File: src/rtl/dts_pkg.sv
package dts_pkg;

    localparam int TIME_W  = 48;
    localparam int ID_W    = 16;
    localparam int MODE_W  = 2;
    localparam int OP_W    = 2;
    localparam int STAT_W  = 2;
    localparam int TCOUNT_W = 5;

    localparam logic [OP_W-1:0] OP_SCHED  = 2'd0;
    localparam logic [OP_W-1:0] OP_REMOVE = 2'd1;
    localparam logic [OP_W-1:0] OP_TICK   = 2'd2;

    localparam logic [MODE_W-1:0] MODE_SINGLE = 2'd0;
    localparam logic [MODE_W-1:0] MODE_REPEAT = 2'd1;
    localparam logic [MODE_W-1:0] MODE_POINT  = 2'd2;
    localparam logic [MODE_W-1:0] MODE_UNDEF  = 2'd3;

    localparam logic [STAT_W-1:0] ST_OK     = 2'd0;
    localparam logic [STAT_W-1:0] ST_REJECT = 2'd1;
    localparam logic [STAT_W-1:0] ST_FULL   = 2'd2;

    localparam logic KIND_RESP = 1'b0;
    localparam logic KIND_FIRE = 1'b1;

    localparam logic [1:0] SCAN_NONE = 2'd0;
    localparam logic [1:0] SCAN_ID   = 2'd1;
    localparam logic [1:0] SCAN_MIN  = 2'd2;
    localparam logic [1:0] SCAN_FIRE = 2'd3;

    typedef struct packed {
        logic [ID_W-1:0]   id;
        logic [MODE_W-1:0] mode;
        logic [TIME_W-1:0] period;
        logic [TIME_W-1:0] deadline;
    } slot_t;

    typedef struct packed {
        logic       capture;
        logic       scan_clear;
        logic       rd_en;
        logic [1:0] scan_kind;
        logic       commit;
    } cmd_t;

    typedef struct packed {
        logic due;
    } stat_t;

    function automatic logic [TIME_W-1:0] sat_add(input logic [TIME_W-1:0] a,
                                                   input logic [TIME_W-1:0] b);
        logic [TIME_W:0] s;
        s = {1'b0, a} + {1'b0, b};
        return s[TIME_W] ? {TIME_W{1'b1}} : s[TIME_W-1:0];
    endfunction

endpackage

File: src/rtl/dts_ctrl.sv
module dts_ctrl #(
    parameter int NUM_SLOTS = 16,
    localparam int IDXW = $clog2(NUM_SLOTS)
) (
    input  logic                          clk,
    input  logic                          rst_n,
    input  logic                          start,
    input  logic [dts_pkg::OP_W-1:0]      opcode,
    input  dts_pkg::stat_t                stat,
    output logic                          busy,
    output dts_pkg::cmd_t                 cmd,
    output logic [IDXW-1:0]               rd_addr
);
    import dts_pkg::*;

    localparam int CNTW = $clog2(NUM_SLOTS + 1);
    localparam logic [CNTW-1:0] CNT_END = CNTW'(NUM_SLOTS);

    localparam logic [2:0] S_IDLE      = 3'd0;
    localparam logic [2:0] S_SCAN_ID   = 3'd1;
    localparam logic [2:0] S_COMMIT    = 3'd2;
    localparam logic [2:0] S_SCAN_MIN  = 3'd3;
    localparam logic [2:0] S_DECIDE    = 3'd4;
    localparam logic [2:0] S_SCAN_FIRE = 3'd5;

    logic [2:0]      state_reg, state_next;
    logic [CNTW-1:0] cnt_reg, cnt_next;

    always_ff @(posedge clk or negedge rst_n)
    begin
        if (!rst_n)
        begin
            state_reg <= S_IDLE;
            cnt_reg   <= '0;
        end
        else
        begin
            state_reg <= state_next;
            cnt_reg   <= cnt_next;
        end
    end

    always_comb
    begin
        state_next    = state_reg;
        cnt_next      = cnt_reg;
        cmd           = '0;
        cmd.scan_kind = SCAN_NONE;
        case (state_reg)
            S_IDLE:
            begin
                if (start)
                begin
                    cmd.capture = 1'b1;
                    case (opcode)
                        OP_SCHED, OP_REMOVE:
                        begin
                            state_next     = S_SCAN_ID;
                            cnt_next       = '0;
                            cmd.scan_clear = 1'b1;
                        end
                        OP_TICK:
                        begin
                            state_next     = S_SCAN_MIN;
                            cnt_next       = '0;
                            cmd.scan_clear = 1'b1;
                        end
                        default:
                        begin
                            state_next = S_IDLE;
                        end
                    endcase
                end
            end
            S_SCAN_ID:
            begin
                cnt_next = cnt_reg + CNTW'(1);
                if (cnt_reg != CNT_END)
                begin
                    cmd.rd_en     = 1'b1;
                    cmd.scan_kind = SCAN_ID;
                end
                else
                begin
                    state_next = S_COMMIT;
                end
            end
            S_COMMIT:
            begin
                cmd.commit = 1'b1;
                state_next = S_IDLE;
            end
            S_SCAN_MIN:
            begin
                cnt_next = cnt_reg + CNTW'(1);
                if (cnt_reg != CNT_END)
                begin
                    cmd.rd_en     = 1'b1;
                    cmd.scan_kind = SCAN_MIN;
                end
                else
                begin
                    state_next = S_DECIDE;
                end
            end
            S_DECIDE:
            begin
                cnt_next   = '0;
                state_next = stat.due ? S_SCAN_FIRE : S_IDLE;
            end
            S_SCAN_FIRE:
            begin
                cnt_next = cnt_reg + CNTW'(1);
                if (cnt_reg != CNT_END)
                begin
                    cmd.rd_en     = 1'b1;
                    cmd.scan_kind = SCAN_FIRE;
                end
                else
                begin
                    state_next = S_IDLE;
                end
            end
            default:
            begin
                state_next = S_IDLE;
            end
        endcase
    end

    assign busy    = (state_reg != S_IDLE);
    assign rd_addr = cnt_reg[IDXW-1:0];

endmodule

File: src/rtl/dts_dp.sv
module dts_dp #(
    parameter int NUM_SLOTS = 16,
    localparam int IDXW = $clog2(NUM_SLOTS)
) (
    input  logic                            clk,
    input  logic                            rst_n,
    input  dts_pkg::cmd_t                   cmd,
    input  logic [IDXW-1:0]                 rd_addr,
    input  logic [dts_pkg::OP_W-1:0]        opcode,
    input  logic [dts_pkg::ID_W-1:0]        task_id,
    input  logic [dts_pkg::MODE_W-1:0]      sched_mode,
    input  logic [dts_pkg::TIME_W-1:0]      time_value,
    input  logic                            task_ok,
    output dts_pkg::stat_t                  stat,
    output logic                            done,
    output logic                            result_kind,
    output logic [dts_pkg::STAT_W-1:0]      status,
    output logic [dts_pkg::ID_W-1:0]        fired_id,
    output logic [dts_pkg::TCOUNT_W-1:0]    task_count,
    output logic                            last
);
    import dts_pkg::*;

    localparam int CW = $clog2(NUM_SLOTS + 1);

    // slot table
    slot_t mem [NUM_SLOTS];
    slot_t rd_data_reg;
    logic [IDXW-1:0] rd_idx_reg;
    logic [1:0] rd_kind_reg;
    logic wr_en;
    logic [IDXW-1:0] wr_addr;
    slot_t wr_data;

    logic [NUM_SLOTS-1:0] valid_reg, valid_next;
    logic [CW-1:0] count_reg, count_next;
    logic [TIME_W-1:0] now_reg, now_next;

    logic [OP_W-1:0] op_reg;
    logic [ID_W-1:0] id_reg;
    logic [MODE_W-1:0] mode_reg;
    logic [TIME_W-1:0] tv_reg;
    logic ok_reg;

    logic match_reg, match_next, free_reg, free_next, any_reg, any_next;
    logic [IDXW-1:0] midx_reg, midx_next, fidx_reg, fidx_next, lidx_reg, lidx_next;
    logic [TIME_W-1:0] top_reg, top_next;

    logic done_reg, done_next;
    logic kind_reg, kind_next;
    logic [STAT_W-1:0] st_reg, st_next;
    logic [ID_W-1:0] oid_reg, oid_next;
    logic [TCOUNT_W-1:0] tc_reg, tc_next;
    logic last_reg, last_next;

    logic rd_valid;
    logic reject;
    logic [IDXW-1:0] sel_idx;
    logic [TIME_W-1:0] new_dl;
    logic [CW+TCOUNT_W-1:0] count_ext;

    always_ff @(posedge clk)
    begin
        if (wr_en)
        begin
            mem[wr_addr] <= wr_data;
        end
        if (cmd.rd_en)
        begin
            rd_data_reg <= mem[rd_addr];
        end
    end

    always_ff @(posedge clk or negedge rst_n)
    begin
        if (!rst_n)
        begin
            rd_kind_reg <= SCAN_NONE;
            valid_reg   <= '0;
            count_reg   <= '0;
            now_reg     <= '0;
            match_reg   <= 1'b0;
            free_reg    <= 1'b0;
            any_reg     <= 1'b0;
            done_reg    <= 1'b0;
        end
        else
        begin
            rd_kind_reg <= cmd.rd_en ? cmd.scan_kind : SCAN_NONE;
            valid_reg   <= valid_next;
            count_reg   <= count_next;
            now_reg     <= now_next;
            match_reg   <= match_next;
            free_reg    <= free_next;
            any_reg     <= any_next;
            done_reg    <= done_next;
        end
    end

    always_ff @(posedge clk)
    begin
        rd_idx_reg <= rd_addr;
        if (cmd.capture)
        begin
            op_reg   <= opcode;
            id_reg   <= task_id;
            mode_reg <= sched_mode;
            tv_reg   <= time_value;
            ok_reg   <= task_ok;
        end
        midx_reg <= midx_next;
        fidx_reg <= fidx_next;
        lidx_reg <= lidx_next;
        top_reg  <= top_next;
        kind_reg <= kind_next;
        st_reg   <= st_next;
        oid_reg  <= oid_next;
        tc_reg   <= tc_next;
        last_reg <= last_next;
    end

    assign rd_valid = valid_reg[rd_idx_reg];
    assign reject   = !ok_reg || (mode_reg == MODE_UNDEF)
                      || ((mode_reg == MODE_POINT) && (tv_reg < now_reg));
    assign sel_idx  = match_reg ? midx_reg : fidx_reg;
    assign new_dl   = sat_add(now_reg, rd_data_reg.period);

    always_comb
    begin
        valid_next = valid_reg;
        count_next = count_reg;
        now_next   = now_reg;
        match_next = match_reg;
        free_next  = free_reg;
        any_next   = any_reg;
        midx_next  = midx_reg;
        fidx_next  = fidx_reg;
        lidx_next  = lidx_reg;
        top_next   = top_reg;
        wr_en      = 1'b0;
        wr_addr    = rd_idx_reg;
        wr_data    = rd_data_reg;
        done_next  = 1'b0;
        kind_next  = kind_reg;
        st_next    = st_reg;
        oid_next   = oid_reg;
        last_next  = last_reg;

        if (cmd.capture && (opcode == OP_TICK))
        begin
            now_next = sat_add(now_reg, TIME_W'(1));
        end
        if (cmd.scan_clear)
        begin
            match_next = 1'b0;
            free_next  = 1'b0;
            any_next   = 1'b0;
        end

        case (rd_kind_reg)
            SCAN_ID:
            begin
                if (rd_valid && (rd_data_reg.id == id_reg) && !match_reg)
                begin
                    match_next = 1'b1;
                    midx_next  = rd_idx_reg;
                end
                if (!rd_valid && !free_reg)
                begin
                    free_next = 1'b1;
                    fidx_next = rd_idx_reg;
                end
            end
            SCAN_MIN:
            begin
                if (rd_valid)
                begin
                    if (!any_reg || (rd_data_reg.deadline < top_reg))
                    begin
                        any_next  = 1'b1;
                        top_next  = rd_data_reg.deadline;
                        lidx_next = rd_idx_reg;
                    end
                    else if (rd_data_reg.deadline == top_reg)
                    begin
                        lidx_next = rd_idx_reg;
                    end
                end
            end
            SCAN_FIRE:
            begin
                if (rd_valid && (rd_data_reg.deadline == top_reg))
                begin
                    if (rd_data_reg.mode == MODE_REPEAT)
                    begin
                        wr_en            = 1'b1;
                        wr_data.deadline = new_dl;
                    end
                    else
                    begin
                        valid_next[rd_idx_reg] = 1'b0;
                        count_next             = count_reg - CW'(1);
                    end
                    done_next = 1'b1;
                    kind_next = KIND_FIRE;
                    st_next   = ST_OK;
                    oid_next  = rd_data_reg.id;
                    last_next = (rd_idx_reg == lidx_reg);
                end
            end
            default:
            begin
            end
        endcase

        if (cmd.commit)
        begin
            done_next = 1'b1;
            kind_next = KIND_RESP;
            oid_next  = id_reg;
            last_next = 1'b1;
            st_next   = ST_OK;
            if (op_reg == OP_SCHED)
            begin
                if (reject)
                begin
                    st_next = ST_REJECT;
                end
                else if (match_reg || free_reg)
                begin
                    wr_en            = 1'b1;
                    wr_addr          = sel_idx;
                    wr_data.id       = id_reg;
                    wr_data.mode     = mode_reg;
                    wr_data.period   = tv_reg;
                    wr_data.deadline = (mode_reg == MODE_POINT) ? tv_reg
                                       : sat_add(now_reg, tv_reg);
                    valid_next[sel_idx] = 1'b1;
                    if (!match_reg)
                    begin
                        count_next = count_reg + CW'(1);
                    end
                end
                else
                begin
                    st_next = ST_FULL;
                end
            end
            else if (match_reg)
            begin
                valid_next[midx_reg] = 1'b0;
                count_next           = count_reg - CW'(1);
            end
        end
    end

    assign count_ext = {{TCOUNT_W{1'b0}}, count_next};
    assign tc_next   = count_ext[TCOUNT_W-1:0];

    assign stat.due    = any_reg && (top_reg <= now_reg);
    assign done        = done_reg;
    assign result_kind = kind_reg;
    assign status      = st_reg;
    assign fired_id    = oid_reg;
    assign task_count  = tc_reg;
    assign last        = last_reg;

endmodule

File: src/rtl/deadline_task_scheduler.sv
// Schedule and remove: an ID scan of the slot table, then a commit state; one result word strobed on done after that.
// Tick: a scan for the earliest deadline, a decide state, and if due a second scan that
// gives one fired word per due slot.
// One command in flight at a time; the slot table memory scan (one slot a cycle) sets how long busy stays high.
// Results cannot be stalled: each word is on the ports for one cycle only.
// Reset (rst_n low, asynchronous) clears the clock, all slot valid bits and the count.
module deadline_task_scheduler #(
    parameter int NUM_SLOTS = 16
) (
    input  logic                            clk,
    input  logic                            rst_n,
    input  logic                            start,
    output logic                            busy,
    input  logic [dts_pkg::OP_W-1:0]        opcode,
    input  logic [dts_pkg::ID_W-1:0]        task_id,
    input  logic [dts_pkg::MODE_W-1:0]      sched_mode,
    input  logic [dts_pkg::TIME_W-1:0]      time_value,
    input  logic                            task_ok,
    output logic                            done,
    output logic                            result_kind,
    output logic [dts_pkg::STAT_W-1:0]      status,
    output logic [dts_pkg::ID_W-1:0]        fired_id,
    output logic [dts_pkg::TCOUNT_W-1:0]    task_count,
    output logic                            last
);
    import dts_pkg::*;

    localparam int IDXW = $clog2(NUM_SLOTS);

    cmd_t cmd;
    stat_t stat;
    logic [IDXW-1:0] rd_addr;

    dts_ctrl #(
        .NUM_SLOTS(NUM_SLOTS)
    ) u_ctrl (
        .clk     (clk),
        .rst_n   (rst_n),
        .start   (start),
        .opcode  (opcode),
        .stat    (stat),
        .busy    (busy),
        .cmd     (cmd),
        .rd_addr (rd_addr)
    );

    dts_dp #(
        .NUM_SLOTS(NUM_SLOTS)
    ) u_dp (
        .clk         (clk),
        .rst_n       (rst_n),
        .cmd         (cmd),
        .rd_addr     (rd_addr),
        .opcode      (opcode),
        .task_id     (task_id),
        .sched_mode  (sched_mode),
        .time_value  (time_value),
        .task_ok     (task_ok),
        .stat        (stat),
        .done        (done),
        .result_kind (result_kind),
        .status      (status),
        .fired_id    (fired_id),
        .task_count  (task_count),
        .last        (last)
    );

endmodule

File: config.mk
export PLATFORM = sky130hd
export DESIGN_NAME = deadline_task_scheduler
export DESIGN_NICKNAME = d
export VERILOG_FILES = /design/src/rtl/dts_pkg.sv /design/src/rtl/dts_ctrl.sv /design/src/rtl/dts_dp.sv /design/src/rtl/deadline_task_scheduler.sv
export SDC_FILE = /design/constraint.sdc
export NUM_CORES = 2
export LEC_CHECK = 0
export BUFFER_PORTS_ARGS = -buffer_cell sky130_fd_sc_hd__buf_4
export CORE_ASPECT_RATIO = 1.75
export CORE_MARGIN = 3
export CORE_UTILIZATION = 40
export CTS_CLUSTER_DIAMETER = 120
export CTS_CLUSTER_SIZE = 25
export DETAILED_ROUTE_END_ITERATION = 16
export GPL_ROUTABILITY_DRIVEN = 0
export MAX_ROUTING_LAYER = met4
export SYNTH_ARGS = -nofsm -noshare
export SYNTH_HDL_FRONTEND = slang
export SYNTH_SLANG_ARGS = --single-unit
File: constraint.sdc
create_clock -name clk -period 14.5 [get_ports clk]
set_input_delay 2.175 -clock clk [delete_from_list [all_inputs] [get_ports clk]]
set_output_delay 2.175 -clock clk [all_outputs]
set_load 0.02 [all_outputs]
Word level (Yosys, flattened, before mapping)

Memories as Yosys holds them, arrays and structs flattened. A register that Yosys moved wholly into a read port is not among the register bits.
Cells that the tools add are included.
W data, S select, Z words.

Reduce and logical (&&, ||, !) cells: 38
Bitwise gates (word level): 5
Mux-type cells: 93
Equal/unequal tests: 22
$lt $le $gt $ge: 9
Add/subtract/negate cells: 6

Operator list:

| cell                    | count |
|---|---|
| $mux W114               | 4 |
| $mux W48                | 7 |
| $mux W16                | 11 |
| $add A48 B48 Y49        | 2 |
| $lt A48 B48 Y1          | 2 |
| $mux W5                 | 11 |
| $add A48 B1 Y49 const B | 1 |
| $eq A48 B48 Y1          | 1 |
| $le A48 B48 Y1          | 1 |
| $and A16 B16 Y16        | 2 |
| $not A16 Y16            | 2 |
| $mux W1                 | 28 |
| $mux W4                 | 7 |
| $mux W3                 | 8 |
| $mux W2                 | 9 |
| $eq A16 B16 Y1          | 1 |
| $or A16 B16 Y16         | 1 |
| $lt A4 B5 Y1 const B    | 3 |
| $pmux W3 S5             | 1 |
| $pmux W5 S3             | 1 |
| $demux W1 S4            | 3 |
| $ge A4 B1 Y1 const B    | 3 |
| $add A5 B1 Y5 const B   | 2 |
| $eq A2 B2 Y1 const B    | 5 |
| 23 further kinds        | 57 |

Register bits after elaboration: 241
Logic and storage cells: 199
Bits of input ports: 72
Memories kept: 1
Output and inout port bits: 27
Bits in writable memories: 1824

Memory list:

| memory   | words | width | rd ports | clocked after Yosys merged registers in | wr ports | RTL line     | RTL |
|---|---|---|---|---|---|---|---|
| u_dp.mem | 16    | 114   | 1        | 1                                       | 1        | dts_dp.sv:27 | `slot_t mem [NUM_SLOTS];` |

Depth between registers and ports, before layout

Depth after elaboration: 14
Depth in mapped cells: 16

Hierarchy

From an unflattened synthesis, not the netlist that was laid out.

Cell total of the unflattened synthesis: 4903
Area, all modules: 92149.6 sq um

By module, submodules not included:

| module   | cells an instance | area an instance (sq um) | times used |
|---|---|---|---|
| dts_dp   | 4846              | 91572.8                  | 1 |
| dts_ctrl | 57                | 576.8                    | 1 |

Least setup slack after synthesis

Ideal clock, no wire load.

Path kind: register to register
Start: register u_dp.now_reg[29]
End: memory u_dp.mem[8][0] in the netlist's numbering, enable pin
Slack: 6.532 ns
Cell stages (with the launch flop): 16
Data required time: 13.911 ns
Clock period less this slack: 7.968 ns
Path buffers: 3
Arrival: 7.379 ns
Path through: dfrtp_1 inv_1 ha_1 buf_4 nand4_1 nor4_1 a211oi_1 o31ai_1 a31oi_1 o21ai_1 o211ai_1 buf_2 nand2_2 buf_2 nand2_1 nor2_1

Cells in the longest elaborated chain, start to end: 8

RTL lines:

| what                          | RTL line      | RTL |
|---|---|---|
| from (decl)                   | dts_dp.sv:37  | `logic [TIME_W-1:0] now_reg, now_next;` |
| from (signal assigned)        | dts_dp.sv:92  | `now_reg <= now_next;` |
| $lt A48 B48 Y1 (*)            | dts_dp.sv:124 | `\|\| ((mode_reg == MODE_POINT) && (tv_reg < now_reg));` |
| $logic_and A1 B1 Y1 (*)       | dts_dp.sv:124 |  |
| $logic_or A1 B1 Y1 (*)        | dts_dp.sv:124 |  |
| $mux W1                       | dts_dp.sv:225 | `if (reject)` |
| $mux W1                       | dts_dp.sv:223 | `if (op_reg == OP_SCHED)` |
| $mux W1                       | dts_dp.sv:216 | `if (cmd.commit)` |
| $mux W1                       | dts_dp.sv:64  | `if (wr_en)` |
| $mux W1 (not written as such) | dts_dp.sv:66  | `mem[wr_addr] <= wr_data;` |
| to (decl)                     | dts_dp.sv:27  |  |

Mark *: on every way between the ends. The rest lies on a longest branch, timed or not.

Final worst setup path

Start: register u_dp.now_reg[2]
End: memory u_dp.mem[8][44] in the netlist's numbering, enable pin

Same word-level chain as after synthesis.

==> flow_summary_export.csv <==
group,metric,value,unit
status,status,"complete, no violations",
synthesis,synth_xor_area_share,1.40,%
worst_setup_path,worstSetupPathType,"flop to flop",
power,power_leakage,32.3,nW
power,powerDensity,174,nW/um2
timing,worst_slew_pin_slew,1.34,ns
synthesis,synthFlopType,"edfxtp_1",
route,drt-initial-drc-count,5110,
route,dr.pass1.iters,5,
power,switchingPower,0.00569,W
final_layout,final-seq-area,64900,um2
worst_setup_path,cp-start-kind,"flop",
timing,rsz0062_at_grt,"false",
power,pwr-share-seq,49.4,%
synthesis,netlist_area,92300,um2
synthesis,synth_top_family_by_area,"multiplexers",
final_layout,fill_cells,20037,
timing,hold_violations,0,
worst_setup_path,critPathCaptureType,"flop",
clock_network,clk_path_buf_depth,3,
min_path,hp-class,"flop to flop",
worst_setup_path,r2r_end,"u_dp.mem[8][44]$_DFFE_PP_",
floorplan,die_area,237000,um2
synthesis,syn_nets,5418,
floorplan,core_area,229000,um2
clock_network,clock_sinks,2179,
worst_setup_path,cp.required,14.85,ns
worst_setup_path,rr_worst_depth,15,
min_path,min-delay-start,"u_dp.rd_data_reg[46]$_DFFE_PP_",
timing,min_period_over_period,47.6,%
clock_network,numCtsBuffers,97,
placement,numPortBuffers,98,
clock_network,root_buffer,"clkbuf_16",
timing,fin_skew,0.0483,ns
global_routing,antenna_found_initial,22,
synthesis,synthSimpleGateAreaFrac,4.50,%
synthesis,synth_area_per_cell,18.1,um2
final_layout,largest_reg_flops,1824,
timing,setup_viol,0,
worst_setup_path,rr_startpoint,"u_dp.now_reg[2]$_DFFE_PN0P_",
route,drc,0,
timing,fin_crit,6.90,ns
worst_setup_path,r2r_slack,7.60,ns
final_layout,area_delta_synth_final,8.39,%
synthesis,muxShareOfSynthArea,14.1,%
timing,slew-limit-headroom,10.6,%
placement,dpl.hpwl,163,mm
clock_network,cts_tree,"yes",
global_routing,grt_start_max_net_pins,128,
synthesis,synth_compound_area_share,4.65,%
timing,max_freq,145,MHz
clock_network,hold_buffers,0,
route,viasPerCell,5.87,
synthesis,synthAdderAreaFrac,3.37,%
worst_setup_path,crit_fanout,34,
timing,fin_setup_tns,0,ns
floorplan,start_util,40.3,%
synthesis,synth-seq-cells,2179,
route,postRouteAntennaNets,0,
power,finalPower,0.0174,W
timing,finalMaxSlewViolations,0,
final_layout,multi_input_area,26000,um2
clock_network,h-tree-depth,3,
min_path,hold_end,"u_dp.top_reg[46]$_DFFE_PP_",
final_layout,final_cell_area,100000,um2
route,post_drt_wl_per_cell,30.7,um
placement,placed_cell_area,97100,um2
route,vias,48994,
final_layout,drive_gt1_share,18.3,%
power,irDropWorstVdd,0.137,mV
synthesis,syn_inst,5099,
synthesis,yosys-top-cells-area,"edfxtp_1 (68%), mux4_2 (14%), ha_1 (3.3%), dfrtp_1 (2.3%), nand2_1 (1.7%)",
floorplan,die_x,369,um
synthesis,synth_edf_count,2085,
power,p_sw_share,32.6,%
min_path,min_path_cells,0,
synthesis,yosysTopAreaCellShare,67.9,%
floorplan,row_count,232,
synthesis,ys_warn_count,0,
synthesis,ys_seq_area_share,70.3,%
power,clkPwrFrac,18.7,%
global_routing,grt_usage,22.1,%
global_routing,grt_pass1_wl,369,mm
clock_network,clkSlewWorstSetupHoldPaths,0.11,ns
clock_network,clock_latency,0.76,ns
job,max_cap_violations,0,
worst_setup_path,cp.arrival,7.26,ns
clock_network,post-cts-setup-buffers,0,
global_routing,grt_pass1_vias,50706,
clock_network,cts_resized,0,
timing,holdWs,0.506,ns
global_routing,overflow,0,
synthesis,synth_cell_types,98,
floorplan,die_h,641,um
floorplan,ios,99,
route,wl,256,mm
synthesis,yosysTopAreaCell,"edfxtp_1",
final_layout,nets,5520,
power,p_int,0.0118,W
synthesis,async_flop_share,3.81,%
power,p_comb_share,31.9,%
-- power by group through the flow --
stage	Sequential (W)	Clock [W]	Combinational [W]
final	0.00862	0.00326	0.00557
after floorplan	0.00848	0	0.00389
after detailed placement	0.00875	0	0.00559
after CTS	0.00862	0.00334	0.00562
after global placement	0.00875	0	0.00554
after global routing	0.00865	0.00354	0.00599
-- cell usage after synthesis, types with 56 or more instances --
| library cell | number |
|---|---|
| edfxtp_1 | 2085 |
| mux4_2 | 574 |
| nand2_1 | 415 |
| ha_1 | 245 |
| a21oi_1 | 200 |
| inv_1 | 179 |
| nor2_1 | 170 |
| clkbuf_1 | 130 |
| xnor2_1 | 106 |
| o21ai_0 | 96 |
| dfrtp_1 | 83 |
| a21o_1 | 69 |
| nand3_1 | 56 |
-- worst max-delay path by stage --
stage / endpoint / cells past startpoint / slack, ns / start
floorplan: u_dp.mem[8][0]$_DFFE_PP_ / 15 / 6.53 / u_dp.now_reg[29]$_DFFE_PN0P_
global placement: u_dp.mem[8][79]$_DFFE_PP_ / 15 / 7.71 / u_dp.now_reg[31]$_DFFE_PN0P_
detailed placement: u_dp.mem[8][42]$_DFFE_PP_ / 15 / 7.56 / u_dp.now_reg[31]$_DFFE_PN0P_
CTS: u_dp.mem[8][79]$_DFFE_PP_ / 15 / 7.52 / u_dp.now_reg[31]$_DFFE_PN0P_
global route: u_dp.mem[8][79]$_DFFE_PP_ / 15 / 7.31 / u_dp.now_reg[31]$_DFFE_PN0P_
finish: u_dp.mem[8][44]$_DFFE_PP_ / 15 / 7.60 / u_dp.now_reg[2]$_DFFE_PN0P_
-- cells in the final DEF (no fill, tap or decap), types with 10 or more instances in the layout --
cell	synthesis	layout
nor2b_1	28	28
mux4_2	574	574
diode_2	0	13
nor4_1	24	24
o211ai_1	15	15
a31oi_1	19	19
nor2_1	170	153
inv_1	179	179
ha_1	245	245
nand2b_1	21	21
dfxtp_1	11	11
nor3_1	47	47
o221ai_1	30	30
o31ai_1	24	24
and3_1	26	24
xnor2_1	106	106
edfxtp_1	2085	2085
o21ai_0	96	95
o22ai_1	38	38
nand2_1	415	415
xor2_1	41	41
clkbuf_1	130	78
o21a_1	14	14
clkbuf_16	0	99
dfrtp_1	83	79
nand3_1	56	56
nor2_4	0	17
buf_4	5	207
a211oi_1	25	25
a21o_1	69	69
o21ai_1	24	25
o21bai_1	24	24
a21oi_1	200	198
a221oi_1	10	10
nand4_1	54	54
-- critical path, cell delays in order (launching register included) --
cell      delay (ns)
dfrtp_1         0.51
inv_1           0.14
ha_1            0.39
a21oi_1         0.10
a211oi_1        0.41
o211ai_1        0.16
o211ai_1        0.28
a31oi_1         0.16
o21ai_1         0.62
o211ai_1        0.32
nand2_2         0.13
buf_4           0.53
nand2_1         0.44
nor2_4          0.85
buf_4           0.69
buf_4           0.68
-- final cells by class --
cell class,count,area share [%]
multi-input combinational,2527,26.0
clock buffer,177,2.77
sequential,2179,64.9
inverter,181,0.679
antenna,13,0.0325
clock inverter,7,0.120
tap,3042,3.81
timing repair buffer,215,1.71
-- per-layer routing --
metal | global-route usage, % | up-vias | part of all wire, %
li1 | - | 20632 | -
met1 | 27.2 | 26163 | 39
met2 | 37.9 | 1703 | 52
met3 | 2.30 | 496 | 5.2
met4 | 8.52 | 0 | 4.5
met5 | - | - | 0
-- kinds of logic (layout without fill, tap and decap cells) --
logic type / after synthesis / count (layout)
AO/OA/AOI/OAI: 654 / 654
AND/OR/NAND/NOR: 900 / 900
XOR/XNOR: 147 / 147
buffers and inverters: 393 / 580
other: 0 / 13
flip-flops: 2179 / 2179
adder cells (fa/ha/maj): 247 / 247
multiplexers: 579 / 579
-- through the flow --
step,utilization [%],std cells,setup slack (ns)
2_1_floorplan,-,5099,6.53
3_3_place_gp,42.4,8144,7.71
3_5_place_dp,42.4,8144,7.56
4_1_cts,43.7,8328,7.52
5_1_grt,43.7,8339,7.31
6_report,43.7,8341,7.60
No activity file was read; power rests on OpenSTA's default activity.
